--- config.mk ---
export PLATFORM = sky130hd
export DESIGN_NAME = lowest_index_server_allocator
export DESIGN_NICKNAME = d
export VERILOG_FILES = /design/src/sv/lisa_pkg.sv /design/src/sv/lisa_ram.sv /design/src/sv/lisa_scan.sv /design/src/sv/lowest_index_server_allocator.sv
export SDC_FILE = /design/constraint.sdc
export NUM_CORES = 2
export LEC_CHECK = 0
export BUFFER_PORTS_ARGS = -buffer_cell sky130_fd_sc_hd__buf_2
export CELL_PAD_IN_SITES_DETAIL_PLACEMENT = 0
export CELL_PAD_IN_SITES_GLOBAL_PLACEMENT = 2
export CORE_MARGIN = 3
export CORE_UTILIZATION = 56
export DETAILED_ROUTE_END_ITERATION = 8
export PLACE_DENSITY = 0.83
export SETUP_SLACK_MARGIN = 0.05
export SLEW_MARGIN = 30
export SYNTH_ARGS = -nofsm -noshare
export SYNTH_HDL_FRONTEND = slang
export SYNTH_HIERARCHICAL = 1
export SYNTH_MEMORY_MAX_BITS = 65536
export SYNTH_SLANG_ARGS = --single-unit
--- constraint.sdc ---
create_clock -name i_clk -period 22.8 [get_ports i_clk]
set_clock_uncertainty 0.1 [all_clocks]
set_input_delay 3.42 -clock i_clk [delete_from_list [all_inputs] [get_ports i_clk]]
set_output_delay 3.42 -clock i_clk [all_outputs]
set_load 0.02 [all_outputs]
--- src/sv/lisa_pkg.sv ---
// Package for the lowest-index server allocator.
// Field widths, reset values and the result struct used by lisa_scan, the top level and the testbench.
// No dependencies.
`timescale 1ns / 1ps

package lisa_pkg;

    localparam int MAX_SERVERS_DEF = 128;

    localparam int CFG_W  = 8;
    localparam int TIME_W = 32;
    localparam int WANT_W = 8;
    localparam int DUR_W  = 16;
    localparam int BUSY_W = 33;
    localparam int SUM_W  = 14;

    localparam logic [CFG_W-1:0]  CFG_RESET  = 8'd128;
    localparam logic [BUSY_W-1:0] BUSY_RESET = 33'd1;

    typedef struct packed {
        logic             granted;
        logic [SUM_W-1:0] index_sum;
    } t_result;

endpackage

--- src/sv/lisa_ram.sv ---
// Generic simple dual-port RAM: one write port, one read port, registered read.
// No dependencies.
`timescale 1ns / 1ps

module lisa_ram #(
    parameter int WIDTH = 8,
    parameter int DEPTH = 16,
    localparam int AW   = (DEPTH > 1) ? $clog2(DEPTH) : 1
) (
    input  logic             i_clk,
    input  logic             i_we,
    input  logic [AW-1:0]    i_waddr,
    input  logic [WIDTH-1:0] i_wdata,
    input  logic             i_re,
    input  logic [AW-1:0]    i_raddr,
    output logic [WIDTH-1:0] o_rdata
);

    logic [WIDTH-1:0] r_mem [DEPTH];
    logic [WIDTH-1:0] r_rdata;

    always_ff @(posedge i_clk) begin
        if (i_we) begin
            r_mem[i_waddr] <= i_wdata;
        end
        if (i_re) begin
            r_rdata <= r_mem[i_raddr];
        end
    end

    assign o_rdata = r_rdata;

endmodule

--- src/sv/lisa_scan.sv ---
// Allocation sequencer: clearing pass, count/sum pass and commit pass over the
// busy-until RAM. Depends on lisa_pkg and lisa_ram.
`timescale 1ns / 1ps

module lisa_scan #(
    parameter int MAX_SERVERS = lisa_pkg::MAX_SERVERS_DEF
) (
    input  logic                        i_clk,
    input  logic                        i_rst_n,
    input  logic                        i_valid,
    output logic                        o_stall,
    input  logic [lisa_pkg::TIME_W-1:0] i_request_time,
    input  logic [lisa_pkg::WANT_W-1:0] i_servers_wanted,
    input  logic [lisa_pkg::DUR_W-1:0]  i_busy_duration,
    input  logic [lisa_pkg::CFG_W-1:0]  i_server_count,
    output logic                        o_res_valid,
    output lisa_pkg::t_result           o_res,
    input  logic                        i_res_take
);

    localparam int IDX_W = (MAX_SERVERS > 1) ? $clog2(MAX_SERVERS) : 1;
    localparam int N_W   = ($clog2(MAX_SERVERS + 1) > lisa_pkg::CFG_W)
                           ? $clog2(MAX_SERVERS + 1) : lisa_pkg::CFG_W;
    localparam logic [N_W-1:0] N_MAX = N_W'(MAX_SERVERS);

    typedef enum logic [2:0] {
        ST_CLEAR,
        ST_IDLE,
        ST_SCAN,
        ST_COMMIT,
        ST_DONE
    } t_state;

    t_state                        r_state, n_state;
    logic [N_W-1:0]                r_addr, n_addr;
    logic                          r_dv, n_dv;
    logic [IDX_W-1:0]              r_didx, n_didx;
    logic [IDX_W-1:0]              r_last, n_last;
    logic [N_W-1:0]                r_n, n_n;
    logic [lisa_pkg::WANT_W-1:0]   r_wanted, n_wanted;
    logic [lisa_pkg::WANT_W-1:0]   r_found, n_found;
    logic [lisa_pkg::TIME_W-1:0]   r_now, n_now;
    logic [lisa_pkg::DUR_W-1:0]    r_dur, n_dur;
    lisa_pkg::t_result             r_res, n_res;

    logic                          ram_we, ram_re;
    logic [IDX_W-1:0]              ram_waddr;
    logic [lisa_pkg::BUSY_W-1:0]   ram_wdata, ram_rdata;
    logic                          entry_free;
    logic [N_W-1:0]                cfg_n;
    logic [lisa_pkg::WANT_W-1:0]   found_inc;

    lisa_ram #(
        .WIDTH (lisa_pkg::BUSY_W),
        .DEPTH (MAX_SERVERS)
    ) u_ram (
        .i_clk   (i_clk),
        .i_we    (ram_we),
        .i_waddr (ram_waddr),
        .i_wdata (ram_wdata),
        .i_re    (ram_re),
        .i_raddr (r_addr[IDX_W-1:0]),
        .o_rdata (ram_rdata)
    );

    assign entry_free = (ram_rdata <= {1'b0, r_now});
    assign found_inc  = r_found + lisa_pkg::WANT_W'(1);
    assign cfg_n      = (N_W'(i_server_count) > N_MAX) ? N_MAX : N_W'(i_server_count);
    assign o_stall    = (r_state != ST_IDLE);
    assign o_res_valid = (r_state == ST_DONE);
    assign o_res      = r_res;

    always_comb begin
        n_state  = r_state;
        n_addr   = r_addr;
        n_dv     = 1'b0;
        n_didx   = r_didx;
        n_last   = r_last;
        n_n      = r_n;
        n_wanted = r_wanted;
        n_found  = r_found;
        n_now    = r_now;
        n_dur    = r_dur;
        n_res    = r_res;
        ram_we    = 1'b0;
        ram_re    = 1'b0;
        ram_waddr = r_addr[IDX_W-1:0];
        ram_wdata = lisa_pkg::BUSY_RESET;

        unique case (r_state)
            ST_CLEAR: begin
                ram_we = 1'b1;
                n_addr = r_addr + N_W'(1);
                if (r_addr == N_MAX - N_W'(1)) begin
                    n_state = ST_IDLE;
                    n_addr  = '0;
                end
            end
            ST_IDLE: begin
                if (i_valid) begin
                    n_now    = i_request_time;
                    n_dur    = i_busy_duration;
                    n_wanted = i_servers_wanted;
                    n_n      = cfg_n;
                    n_found  = '0;
                    n_addr   = '0;
                    n_res    = '{granted: 1'b0, index_sum: '0};
                    if (i_servers_wanted == '0) begin
                        n_res.granted = 1'b1;
                        n_state       = ST_DONE;
                    end else if (cfg_n == '0) begin
                        n_state = ST_DONE;
                    end else begin
                        n_state = ST_SCAN;
                    end
                end
            end
            ST_SCAN: begin
                if (r_addr < r_n) begin
                    ram_re = 1'b1;
                    n_dv   = 1'b1;
                    n_didx = r_addr[IDX_W-1:0];
                    n_addr = r_addr + N_W'(1);
                end
                if (r_dv) begin
                    if (entry_free) begin
                        n_found = found_inc;
                        n_res.index_sum = r_res.index_sum
                                          + lisa_pkg::SUM_W'(r_didx)
                                          + lisa_pkg::SUM_W'(1);
                    end
                    if (entry_free && (found_inc == r_wanted)) begin
                        n_last  = r_didx;
                        n_state = ST_COMMIT;
                        n_addr  = '0;
                        n_dv    = 1'b0;
                    end else if ((N_W'(r_didx) + N_W'(1)) == r_n) begin
                        n_res   = '{granted: 1'b0, index_sum: '0};
                        n_state = ST_DONE;
                        n_dv    = 1'b0;
                    end
                end
            end
            ST_COMMIT: begin
                if (r_addr <= N_W'(r_last)) begin
                    ram_re = 1'b1;
                    n_dv   = 1'b1;
                    n_didx = r_addr[IDX_W-1:0];
                    n_addr = r_addr + N_W'(1);
                end
                if (r_dv) begin
                    ram_waddr = r_didx;
                    ram_wdata = {1'b0, r_now} + lisa_pkg::BUSY_W'(r_dur);
                    ram_we    = entry_free;
                    if (r_didx == r_last) begin
                        n_res.granted = 1'b1;
                        n_state       = ST_DONE;
                        n_dv          = 1'b0;
                    end
                end
            end
            ST_DONE: begin
                if (i_res_take) begin
                    n_state = ST_IDLE;
                end
            end
            default: n_state = ST_IDLE;
        endcase
    end

    always_ff @(posedge i_clk) begin
        if (!i_rst_n) begin
            r_state <= ST_CLEAR;
            r_addr  <= '0;
            r_dv    <= 1'b0;
        end else begin
            r_state <= n_state;
            r_addr  <= n_addr;
            r_dv    <= n_dv;
        end
        r_didx   <= n_didx;
        r_last   <= n_last;
        r_n      <= n_n;
        r_wanted <= n_wanted;
        r_found  <= n_found;
        r_now    <= n_now;
        r_dur    <= n_dur;
        r_res    <= n_res;
    end

    a_write_phase: assert property (@(posedge i_clk) disable iff (!i_rst_n)
        ram_we |-> (r_state == ST_CLEAR || r_state == ST_COMMIT))
        else $error("RAM write outside clear or commit pass");

    a_scan_short: assert property (@(posedge i_clk) disable iff (!i_rst_n)
        (r_state == ST_SCAN) |-> (r_found < r_wanted))
        else $error("scan continued after enough servers found");

    a_commit_range: assert property (@(posedge i_clk) disable iff (!i_rst_n)
        (ram_we && r_state == ST_COMMIT) |-> (ram_waddr <= r_last))
        else $error("commit wrote past the last selected server");

    a_accept_busy: assert property (@(posedge i_clk) disable iff (!i_rst_n)
        (i_valid && !o_stall) |=> (r_state == ST_SCAN || r_state == ST_DONE))
        else $error("accepted transaction did not start work");

endmodule

--- src/sv/lowest_index_server_allocator.sv ---
// Top level of the lowest-index server allocator.
// Holds the server_count register and the result register; depends on
// lisa_pkg and lisa_scan.
`timescale 1ns / 1ps

// One request transaction is worked at a time through the single read port of
// the busy-until RAM. After reset a clearing pass writes every entry, during
// which requests stall. A request is then scanned from server 0 up to the last
// server examined and, on success, committed over the servers up to the last
// server taken, passing through the idle and done states. A failed request
// skips the commit pass. A request for zero servers, or with server_count of
// zero, goes from idle straight to done. The result sits in an output
// register, so the next request is taken while the previous result waits.
module lowest_index_server_allocator #(
    parameter int MAX_SERVERS = lisa_pkg::MAX_SERVERS_DEF
) (
    input  logic                        i_clk,
    input  logic                        i_rst_n,
    input  logic                        i_cfg_we,
    input  logic [lisa_pkg::CFG_W-1:0]  i_cfg_data,
    input  logic                        i_valid,
    output logic                        o_stall,
    input  logic [lisa_pkg::TIME_W-1:0] i_request_time,
    input  logic [lisa_pkg::WANT_W-1:0] i_servers_wanted,
    input  logic [lisa_pkg::DUR_W-1:0]  i_busy_duration,
    output logic                        o_valid,
    input  logic                        i_stall,
    output logic                        o_granted,
    output logic [lisa_pkg::SUM_W-1:0]  o_index_sum
);

    logic [lisa_pkg::CFG_W-1:0] r_server_count;
    logic                       r_out_valid;
    lisa_pkg::t_result          r_out;
    logic                       res_valid;
    lisa_pkg::t_result          res;
    logic                       res_take;

    lisa_scan #(
        .MAX_SERVERS (MAX_SERVERS)
    ) u_scan (
        .i_clk            (i_clk),
        .i_rst_n          (i_rst_n),
        .i_valid          (i_valid),
        .o_stall          (o_stall),
        .i_request_time   (i_request_time),
        .i_servers_wanted (i_servers_wanted),
        .i_busy_duration  (i_busy_duration),
        .i_server_count   (r_server_count),
        .o_res_valid      (res_valid),
        .o_res            (res),
        .i_res_take       (res_take)
    );

    assign res_take = res_valid && (!r_out_valid || !i_stall);

    always_ff @(posedge i_clk) begin
        if (!i_rst_n) begin
            r_server_count <= lisa_pkg::CFG_RESET;
            r_out_valid    <= 1'b0;
        end else begin
            if (i_cfg_we) begin
                r_server_count <= i_cfg_data;
            end
            if (res_take) begin
                r_out_valid <= 1'b1;
            end else if (!i_stall) begin
                r_out_valid <= 1'b0;
            end
        end
        if (res_take) begin
            r_out <= res;
        end
    end

    assign o_valid     = r_out_valid;
    assign o_granted   = r_out.granted;
    assign o_index_sum = r_out.index_sum;

endmodule

* After elaboration in Yosys (flattened, before gate mapping)
Memories as Yosys holds them, arrays and structs flattened. A register that Yosys moved wholly into a read port is not among the register bits.
Index checks and enable logic that the tools add are counted.
** Storage, ports and cells
- Register bits :: 137
- RAM bits :: 4224
- Input bits :: 69
- Output and inout bits :: 17
- Logic and storage cells :: 123
- Memories :: 1
** Memory list
- u_scan.u_ram.r_mem :: depth 128, width 33, rd ports 1, clocked after memory_dff 1, wr ports 1, RTL line lisa_ram.sv:19 : logic [WIDTH-1:0] r_mem [DEPTH];
** Operators by class
- Add/subtract/negate cells :: 6
- Order comparisons :: 4
- Equality and inequality tests :: 22
- Mux-type cells :: 54
- Reduce and logical (&&, ||, !) cells :: 20
** Operators by type and width (count)
- $mux 8 :: 9
- $mux 33 :: 2
- $mux 15 :: 4
- $add 32x16->33 :: 1
- $le 33x32->1 :: 1
- $pmux 8 s4 :: 1
- $mux 3 :: 10
- $mux 7 :: 4
- $pmux 14 s2 :: 1
- $ne 2x1->1 const B :: 10
- $add 8x1->8 const B :: 2
- $eq 8x8->1 :: 2
- $logic_not 8->1 :: 2
- $pmux 8 s2 :: 1
- $mux 1 :: 15
- $pmux 3 s5 :: 1
- $add 14x1->14 const B :: 1
- $add 14x7->14 :: 1
- $mux 14 :: 1
- $pmux 7 s2 :: 1
- $reduce_and 7->1 :: 2
- $reduce_and 3->1 :: 4
- $add 7x1->8 const B :: 1
- $eq 8x7->1 const B :: 1
- 20 further kinds :: 28

* Logic depth before layout (Yosys ltp)
- Depth after elaboration :: 7
- Gate-level depth with buffers :: 15
- Depth with buffers taken out :: 12

* By module
The synthesis kept the hierarchy.
** Modules (own cells, without submodules)
- lisa_ram :: instances 1, cells an instance 6171, area an instance 161461.1 um^2, sequential area each 127832.6 um^2
- lisa_scan :: instances 1, cells an instance 760, area an instance 7623.6 um^2, sequential area each 3273.1 um^2
- lowest_index_server_allocator :: instances 1, cells an instance 44, area an instance 788.3 um^2, sequential area each 630.6 um^2

* Least setup slack after synthesis
Ideal clock, no wire load.
- Path type :: reg2reg
- Start :: reg u_scan/r_now[0] (netlist name)
- End :: mem u_scan/u_ram/r_mem[0][6] (netlist name) (data pin)
- Setup time :: 1.155 ns
- Data arrival time :: 6.419 ns
- Required time :: 21.545 ns
- Slack :: 15.126 ns
- Stages on the path, launching flop included :: 7
- Period minus slack after synthesis :: 7.674 ns
- Cell sequence :: edfxtp_1 > ha_1 > fa_1 > a211oi_1 > o21ai_0 > nor2b_1 > nor3_1
** On the way
- Cells in the longest elaborated chain, start to end :: 3
** Ends and longest elaborated chain
- start: declaration :: RTL line lisa_scan.sv:42 : logic [lisa_pkg::TIME_W-1:0] r_now, n_now;
- start signal: assignment :: RTL line lisa_scan.sv:186 : r_now <= n_now;
- $add 32x16->33 :: RTL line lisa_scan.sv:153 : ram_wdata = {1'b0, r_now} + lisa_pkg::BUSY_W'(r_dur);
- $mux 33 :: RTL line lisa_scan.sv:151 : if (r_dv) begin
- $mux 33 :: RTL line lisa_scan.sv:90 : unique case (r_state)
- via u_scan.ram_wdata, one bit :: RTL line lisa_scan.sv:48 : logic [lisa_pkg::BUSY_W-1:0] ram_wdata, ram_rdata;
- end: declaration :: RTL line lisa_ram.sv:19
The timed path passes the listed nets, and every way through them passes these cells.

* Worst setup path after layout
- Start :: reg u_scan.r_addr[2]
- End :: reg u_scan.u_ram.r_rdata[31] (netlist: u_scan/u_ram/o_rdata[31]) (read register of u_scan.u_ram.r_mem) (data pin)
** On the way
- Cells in the longest elaborated chain, start to end :: 3
- Elaborated cells between the ends (all ways) :: 5
** Ends and longest elaborated chain
- start: declaration :: RTL line lisa_scan.sv:35 : logic [N_W-1:0] r_addr, n_addr;
- start signal: assignment :: RTL line lisa_scan.sv:178 : r_addr <= n_addr;
- $le 8x7->1 / $lt 8x8->1 (equally long branches) :: RTL line lisa_scan.sv:145, lisa_scan.sv:119
- $mux 1, on equally long branches :: RTL line lisa_scan.sv:145, lisa_scan.sv:119
- $pmux 1 s2 :: RTL line lisa_scan.sv:90
- end: declaration :: RTL line lisa_ram.sv:20 : logic [WIDTH-1:0] r_rdata;
Parallel ways exist; a longest one is shown, timed or not.
A chain may end at the register's enable or synchronous reset.

==> flow_summary.ini <==
[routing]
drc = 0
highest_layer = met5
drt_iter0_drc = 12400
routed_wl_mm = 437
wl_met1_mm = 166
avgViaCountPerCell = 6.88
wire_per_inst_um = 37.2
wl_met2_mm = 200
drtPass1Iterations = 6
vias = 80900
dr_wl_met3_mm = 56.7
ant_nets = 0

[die]
start_util_pct = 56.5
die_area_um2 = 310000
die_w_um = 557
fp.dieH_um = 557
num_io_pins = 86
fp-row-count = 201
coreArea_um2 = 301000

[placement]
routabilityCongestion = 0.878
io_buffers = 85
placedCellCount = 10900
hpwl_mm = 247

[setup_path]
r2r_slack_ns = 16.15
path_cells = buf_12 > buf_4 > buf_12 > buf_4 > buf_4 > mux4_2 > mux4_2 > mux4_2 > mux2_2
critPathLaunchType = flip-flop
cp.required_ns = 23.41
cp-end-kind = flip-flop
cp.arrival_ns = 7.26
cp_num_buf_inv = 5
worstSetupPathDepth = 9
path_class = flip-flop to flip-flop
max_stage_delay_ns = 0.85
crit_slowest_cell = buf_4
ff2ff_path_depth = 9
timing.rr.start = u_scan/r_addr[2]
critPathTopFamily = buffers and inverters
path_max_fanout = 143
r2r_end = u_scan/u_ram/o_rdata[31]

[clock_tree]
cts-resized-gates = 0
cts_root_buf = clkbuf_16
clock_sinks = 4394
holdBufCountCts = 0
path_clk_slew_ns = 0.06
cts_tree = built
post_cts_buffers = 0
htree_levels = 5
clock_path_buffers = 4
cts_made_buffers = 429
clock_latency_ns = 0.96

[layout]
multi_input_area_um2 = 37800
final_common_cell = edfxtp_1
stdcell_count = 11800
ff_latch_area_um2 = 132000
areaGrowthSynthToFinish_pct = 13.0
fill_cells = 19100
final_nets = 7573
final_cell_mix = 4373 x edfxtp_1, 1386 x mux4_2, 437 x clkbuf_16
drive_above_1_share_pct = 33.3

[sta]
final.setup.tns_ns = 0
slew-limit-headroom_pct = 31.6
hold_viol = 0
drv_slew = 0
max_freq_mhz = 150
min_period_over_period_pct = 29.2
setup_violations = 0
fin_crit_ns = 6.65
rsz0062_at_grt = no
tightestPinTransition_ns = 1.02

[global_route]
grt_pass1_vias = 79000
antenna_found_initial = 43
grt_start_max_net_pins = 153
grt.overflow.total = 0
grt_pass1_wl_mm = 616
track_usage_pct = 28.4

[min_path]
min_path_type = flip-flop to flip-flop
min_from = u_scan/o_res[14]
holdPathStages = 0
min_to = o_granted

[pwr]
leakage_nw = 57.1
ir_drop_v = 0.0000679
power_density_nw_per_um2 = 84.6
total_power_mw = 16.2

[synthesis]
avgSynthCellArea_um2 = 24.4
synthArstFlopShare_pct = 0
synth_area_um2 = 170000
synth_ff_type = edfxtp_1
netlist_instances = 6975
yosysUniqueCellTypes = 70
yosysTopAreaCell = edfxtp_1
ys_seq_area_share_pct = 77.5
synth_top_area_share_pct = 77.3
netlist_top_cells_area = edfxtp_1 77%, mux4_2 18%, ha_1 0.53%
synth-seq-cells = 4394
syn_nets = 7118
yosysWarnings = 6
synth_edf_count = 4373

[flow_run]
max_cap_viol_count = 0

[run_status]
status = complete, no violations
==> kinds of logic after synthesis <==
group | Yosys count | synth area share, %
flip-flops | 4394 | 77.5
multiplexers | 1438 | 18.7
AND/OR/NAND/NOR | 435 | 1.19
buffers and inverters | 412 | 0.990
AO/OA/AOI/OAI | 162 | 0.656
adder cells (fa/ha/maj) | 74 | 0.554
XOR/XNOR | 60 | 0.352
==> synth_stat cells, types with 5 or more instances <==
| library cell | n |
|---|---|
| a211oi_1 | 13 |
| a21boi_0 | 10 |
| a21o_1 | 12 |
| a21oi_1 | 34 |
| a31oi_1 | 9 |
| and3_1 | 13 |
| buf_1 | 46 |
| buf_2 | 96 |
| clkbuf_1 | 196 |
| dfxtp_1 | 21 |
| edfxtp_1 | 4373 |
| ha_1 | 72 |
| inv_1 | 71 |
| mux2_2 | 38 |
| mux2i_1 | 14 |
| mux4_2 | 1386 |
| nand2_1 | 58 |
| nand2b_1 | 9 |
| nand3_1 | 32 |
| nand4_1 | 15 |
| nor2_1 | 207 |
| nor2b_1 | 32 |
| nor3_1 | 32 |
| nor4_1 | 7 |
| o21a_1 | 6 |
| o21ai_0 | 32 |
| o31ai_1 | 5 |
| or3_1 | 9 |
| xnor2_1 | 34 |
| xor2_1 | 21 |
==> how the worst max path moves through the flow <==
stage	slack, ns	endpoint	startpoint
after floorplan	15.13	u_scan/u_ram/r_mem[0][6]	u_scan/r_now[0]
after global placement	15.40	u_scan/u_ram/o_rdata[19]	u_scan/r_addr[0]
after detailed placement	15.36	u_scan/u_ram/o_rdata[17]	u_scan/r_addr[0]
after CTS	15.35	u_scan/u_ram/o_rdata[17]	u_scan/r_addr[0]
after global routing	15.76	u_scan/u_ram/o_rdata[31]	u_scan/r_addr[0]
final	16.15	u_scan/u_ram/o_rdata[31]	u_scan/r_addr[2]
==> power breakdown <==
part / internal (mW) / leakage [nW] / total (mW) / switching [mW]
combinational: 0.212 / 11.3 / 0.512 / 0.300
clock: 3.95 / 6.72 / 6.93 / 2.98
sequential: 8.78 / 39.1 / 8.79 / 0.0128
total: 12.9 / 57.1 / 16.2 / 3.29
==> per-layer routing <==
metal	up-vias	GRT usage, %
li1	31100	-
met1	43700	42.9
met2	5402	41.9
met3	664	7.31
met4	24	8.47
met5	-	0
==> cell type report <==
type                    instances  share of cell area, %
diodes                         21                 0.0274
clock buffers                 520                   5.86
clock inverters               270                   1.29
inverters                      72                  0.141
multi-input cells            2169                   19.7
flip-flops and latches       4394                   68.7
well taps                    3958                   2.58
repair buffers                364                   1.76
==> flip-flops by register name, summed over array words and instances, names as in the netlist <==
name and count:
u_scan/r_last 7, u_scan/r_state 3, u_scan/r_now 32, u_scan/r_wanted 8, o_index_sum 14, r_server_count 8, u_scan/r_found 8, u_scan/r_n 8
o_granted 1, u_scan/o_res 15, u_scan/u_ram/r_mem 4224, u_scan/u_ram/o_rdata 33, u_scan/r_dv 1, u_scan/r_didx 7, u_scan/r_addr 8, u_scan/r_dur 16
o_valid 1
==> through the flow <==
stage	cell area, um2	setup WS (ns)	utilization (%)	hold WS, ns
after global routing	192000	15.76	63.8	0.376
after floorplan	170000	15.13	-	0.300
final	192000	16.15	63.8	0.347
after CTS	192000	15.35	63.7	0.355
after global placement	177000	15.40	58.8	0.305
after detailed placement	178000	15.36	59.1	0.324
(Power assumes the default switching activity.)
